### src/rtl/salc_pkg.sv
// ----------------------------------------------------------------------------
// salc_pkg
// Shared widths, codes and types for the set-associative LRU cache model.
// ----------------------------------------------------------------------------
package salc_pkg;

  localparam int STAMP_W    = 64;
  localparam int CNT_W      = 32;
  localparam int OP_W       = 2;
  localparam int OUT_W      = 2;
  localparam int CFG_IDX_W  = 2;
  localparam int CFG_DATA_W = 6;
  localparam int SB_W       = 4;
  localparam int BB_W       = 6;
  localparam int WAYS_W     = 4;
  // room for a way count of up to sixteen
  localparam int WAYS_CMP_W = 5;

  localparam logic [OP_W-1:0] OP_MODIFY = 2'd2;
  localparam logic [OP_W-1:0] OP_IFETCH = 2'd3;

  localparam logic [OUT_W-1:0] OUT_HIT     = 2'd0;
  localparam logic [OUT_W-1:0] OUT_FILL    = 2'd1;
  localparam logic [OUT_W-1:0] OUT_EVICT   = 2'd2;
  localparam logic [OUT_W-1:0] OUT_IGNORED = 2'd3;

  localparam logic [CFG_IDX_W-1:0] CFG_SET_BITS   = 2'd0;
  localparam logic [CFG_IDX_W-1:0] CFG_BLOCK_BITS = 2'd1;
  localparam logic [CFG_IDX_W-1:0] CFG_WAYS       = 2'd2;

  localparam logic [CNT_W-1:0] CNT_MAX = '1;

  typedef struct packed {
    logic               tag_match;
    logic               stamp_lt;
    logic               valid;
    logic [STAMP_W-1:0] stamp;
  } way_cmp_t;

endpackage

### src/rtl/salc_way_cmp.sv
// ----------------------------------------------------------------------------
// salc_way_cmp
// Shared way unit: picks one way out of a set row, checks its tag and
// compares its stamp with the oldest one seen so far.
// ----------------------------------------------------------------------------
module salc_way_cmp #(
  parameter int ADDR_BITS = 48,
  parameter int MAX_WAYS  = 8
) (
  input  logic [MAX_WAYS*(1+ADDR_BITS+salc_pkg::STAMP_W)-1:0] row,
  input  logic [(MAX_WAYS > 1 ? $clog2(MAX_WAYS) : 1)-1:0]     way,
  input  logic [ADDR_BITS-1:0]                                 ref_tag,
  input  logic [salc_pkg::STAMP_W-1:0]                         best_stamp,
  output salc_pkg::way_cmp_t                                   res
);

  localparam int ENTRY_W = 1 + ADDR_BITS + salc_pkg::STAMP_W;

  logic [ENTRY_W-1:0]           entry;
  logic                         e_valid;
  logic [ADDR_BITS-1:0]         e_tag;
  logic [salc_pkg::STAMP_W-1:0] e_stamp;

  always_comb begin
    entry = row[way*ENTRY_W +: ENTRY_W];
    {e_valid, e_tag, e_stamp} = entry;
    res.valid     = e_valid;
    res.stamp     = e_stamp;
    res.tag_match = e_valid && (e_tag == ref_tag);
    res.stamp_lt  = e_stamp < best_stamp;
  end

endmodule

### config.mk
export PLATFORM = sky130hd
export DESIGN_NAME = salc_way_cmp
export DESIGN_NICKNAME = d
export VERILOG_FILES = /design/src/rtl/salc_pkg.sv /design/src/rtl/salc_way_cmp.sv
export SDC_FILE = /design/constraint.sdc
export NUM_CORES = 1
export LEC_CHECK = 0
export BUFFER_PORTS_ARGS = -buffer_cell sky130_fd_sc_hd__clkbuf_2
export CORE_AREA = 2 2 426 428
export DETAILED_ROUTE_END_ITERATION = 8
export DIE_AREA = 0 0 428 430
export PLACE_DENSITY = 0.3
export SLEW_MARGIN = 30
export SYNTH_ARGS = -nofsm -noshare
export SYNTH_HDL_FRONTEND = slang
export SYNTH_SLANG_ARGS = --single-unit
### constraint.sdc
create_clock -name vclk -period 9.35
set_input_delay 2.3375 -clock vclk [all_inputs]
set_output_delay 2.3375 -clock vclk [all_outputs]
set_load 0.03 [all_outputs]
# [Word level (Yosys, flattened, before mapping)]
# Index checks and enable logic that the tools add are counted.
[totals] rom_bits=0 mem_bits_rw=0 output_inout_bits=67 register_bits=0 mem_count=0 latchBits=0 in_bits=1019
[classes] shifts=1 n_lt_le_gt_ge=1 n_eq_ne=1 multipliers=1 n_mux=0 reduce_logical=1 div=0 bitwise=0 n_addsub=0
[ops] op="$shiftx A904 B11 Y113" n=1
[ops] op="$lt A64 B64 Y1" n=1
[ops] op="$eq A48 B48 Y1" n=1
[ops] op="$mul A3 B7 Y10 const B" n=1
[ops] op="$logic_and A1 B1 Y1" n=1

# [Logic depth before layout (Yosys ltp)]
[logic_depth] word_depth=4 depth_mapped=16 depth_no_buf=10

# [Worst setup path after synthesis]
# Ideal clock, no wire load.
[synth_path] kind="input-to-output" startpoint="input port way[1] in the netlist's numbering" endpoint="output port res[65] in the netlist's numbering" setup_slack_ns=0.820 path_stages=15 t_arrival_ns=6.193 cell_sequence="buf_2 > buf_2 > buf_4 > buf_4 > buf_2 > clkbuf_1 > mux4_2 > mux2_2 > ha_1 > a211o_1 > or2_2 > o221a_2 > o22ai_1 > nand3_1 > a31oi_1"
[synth_lines] item="start, declared" line_no="salc_way_cmp.sv:11" rtl="input logic [(MAX_WAYS > 1 ? $clog2(MAX_WAYS) : 1)-1:0] way,"
[synth_lines] item="end, declared" line_no="salc_way_cmp.sv:14" rtl="output salc_pkg::way_cmp_t res"

==> impl_metrics.ini <==
[run_status]
status = finished, final reports clean

[global_route]
grt_pass1_wl_mm = 144
antenna_found_initial = 119
grt_pass1_vias = 13000
track_usage = 0.121
grt-ovfl-total = 0
grt_max_degree = 46

[sta]
hold_slack_ns = 5.25
period_needed_ns = 8.71
setup_viol = 0
period_share = 0.932
maxSlewHeadroom = 0.417
slew_violations = 0
tns_ns = 0
rsz0062_at_grt = no
tightest_slew_ns = 0.872
hold_viol_final = 0
fmax_ghz = 0.115

[final_layout]
drive_gt1_frac = 0.767
final-seq-area_sq_um = 0
fin_area_sq_mm = 0.0175
clock_buffers = 0
seq_cell_count = 0
area_growth_pct = 97.4
fin_nets = 2909
fin_cells = 4220

[worst_setup_path]
cp_data_arrival_time_ns = 6.37
critPathCaptureType = primary output
path_class = input pin to primary output
cp-start-kind = input pin
worstPathRequired_ns = 7.01
cp_max_fo = 37

[routing]
drt_first_pass_iters = 5
routedWlPerCell_um = 27.9
vias = 12300
viasPerCell = 2.92
ant_nets = 0
routed_wl_mm = 118
first_iter_violations = 556
drc = 0

[yosys]
synth_area_leaders = mux4_2, ha_1, mux2i_1
syn_avg_cell_area_sq_um = 11.7
synthTopCellsByCount = mux4_2, mux2i_1, inv_1, mux2_2, ha_1
synthCells = 762
seq_area_frac_synth = 0
synth_nets = 1844
yosysWarnings = 0
synth_top_area_cell = mux4_2
ys_types = 41
synth.most_common_cell = mux4_2
synthesis.area_sq_mm = 0.00888
netlist.area_leader.share = 0.497

[floorplanning]
io_pins = 1086
die_y_um = 430
die_area_sq_mm = 0.184
initial_core_util = 0.0494
die_width_um = 428
core_region_area_sq_mm = 0.180
rows = 156

[placement]
placed_area_sq_mm = 0.0175
hpwl_mm = 111
placed_cells = 4195
portBuffers = 1086
gp_congestion = 0.898

[clock_tree]
post_cts_buffers = 0
cts_hold_repair.buffers = 0
cts_resized = 0

[job]
drv_cap = 0

[power]
power.total_w = 0.00102
peakVddDrop_mv = 0.0163
p_leak_nw = 8.09
power_density_mw_per_mm2 = 58.1

[worst_hold_path]
hold_path.class = input pin to primary output
-- per-stage QoR --
step                  util  setup slack [ns]
floorplan                -             0.820
global placement    0.0972             0.181
detailed placement  0.0972             0.255
CTS                 0.0972             0.249
global route        0.0973             0.238
finish              0.0976             0.639
-- cell type report --
type,count,area [sq um]
fillers,21000,162000
repair buffers,1132,5960
multi-input cells,628,8310
inverters,65,244
diodes,25,62.6
well taps,2370,2970
-- path summary, 6_finish.rpt --
path / from / endpoint / slack, ns / cells past startpoint
setup / recovery: way[0] / res[65] / 0.64 / 14
hold / removal: ref_tag[47] / res[66] / 5.25 / 6
-- per-layer routing --
metal  routed length [um]  vias to the layer above  GRT usage
met5                  586                        -          0
met4                 1600                       92    0.00953
met3                10400                      190     0.0436
met2                66800                      643      0.248
met1                38200                     6057      0.119
li1                     -                     5358          -
-- logic make-up (layout without fill, tap and decap cells) --
family,after synthesis,count (layout),synth area share
buf+inv,134,1197,0.0683
xor+xnor,46,46,0.0453
compound gates,86,86,0.0696
simple gates,95,95,0.0604
fa+ha+maj,63,63,0.0887
other cells,0,25,0
mux,338,338,0.668
-- critical path: stages --
cell,delay [ns]
buf_8,0.41
buf_12,0.33
buf_4,0.26
mux4_2,0.51
mux2_2,0.31
ha_1,0.21
a211o_1,0.27
or2_2,0.27
o221a_2,0.25
o22ai_1,0.35
nand3_1,0.13
a31oi_1,0.28
buf_4,0.21
buf_12,0.12
-- layout by cell type, fill, tap and decap left out, types with 2 or more instances in the layout --
cell,n
o21ai_0,17
a221oi_1,29
a31oi_1,2
a211oi_1,6
nor4_2,3
ha_1,63
a21oi_1,11
nand4_1,16
nor3_1,4
mux2i_1,77
nand2_1,7
nor2b_1,30
buf_4,34
xor2_1,30
buf_8,2
diode_2,25
mux4_2,196
o211ai_1,3
buf_12,12
nor2_1,13
a21o_1,9
nor4_1,10
mux2_2,64
nand3_1,5
o21bai_1,2
inv_1,65
nand2b_1,3
xnor2_1,16
clkbuf_2,1082
-- power breakdown --
part | internal, W | switching, W
combinational | 0.000467 | 0.000552
clock | 0.000000000379 | 0
sequential | 0 | 0
total | 0.000467 | 0.000552
No activity file was read; power rests on OpenSTA's default activity.
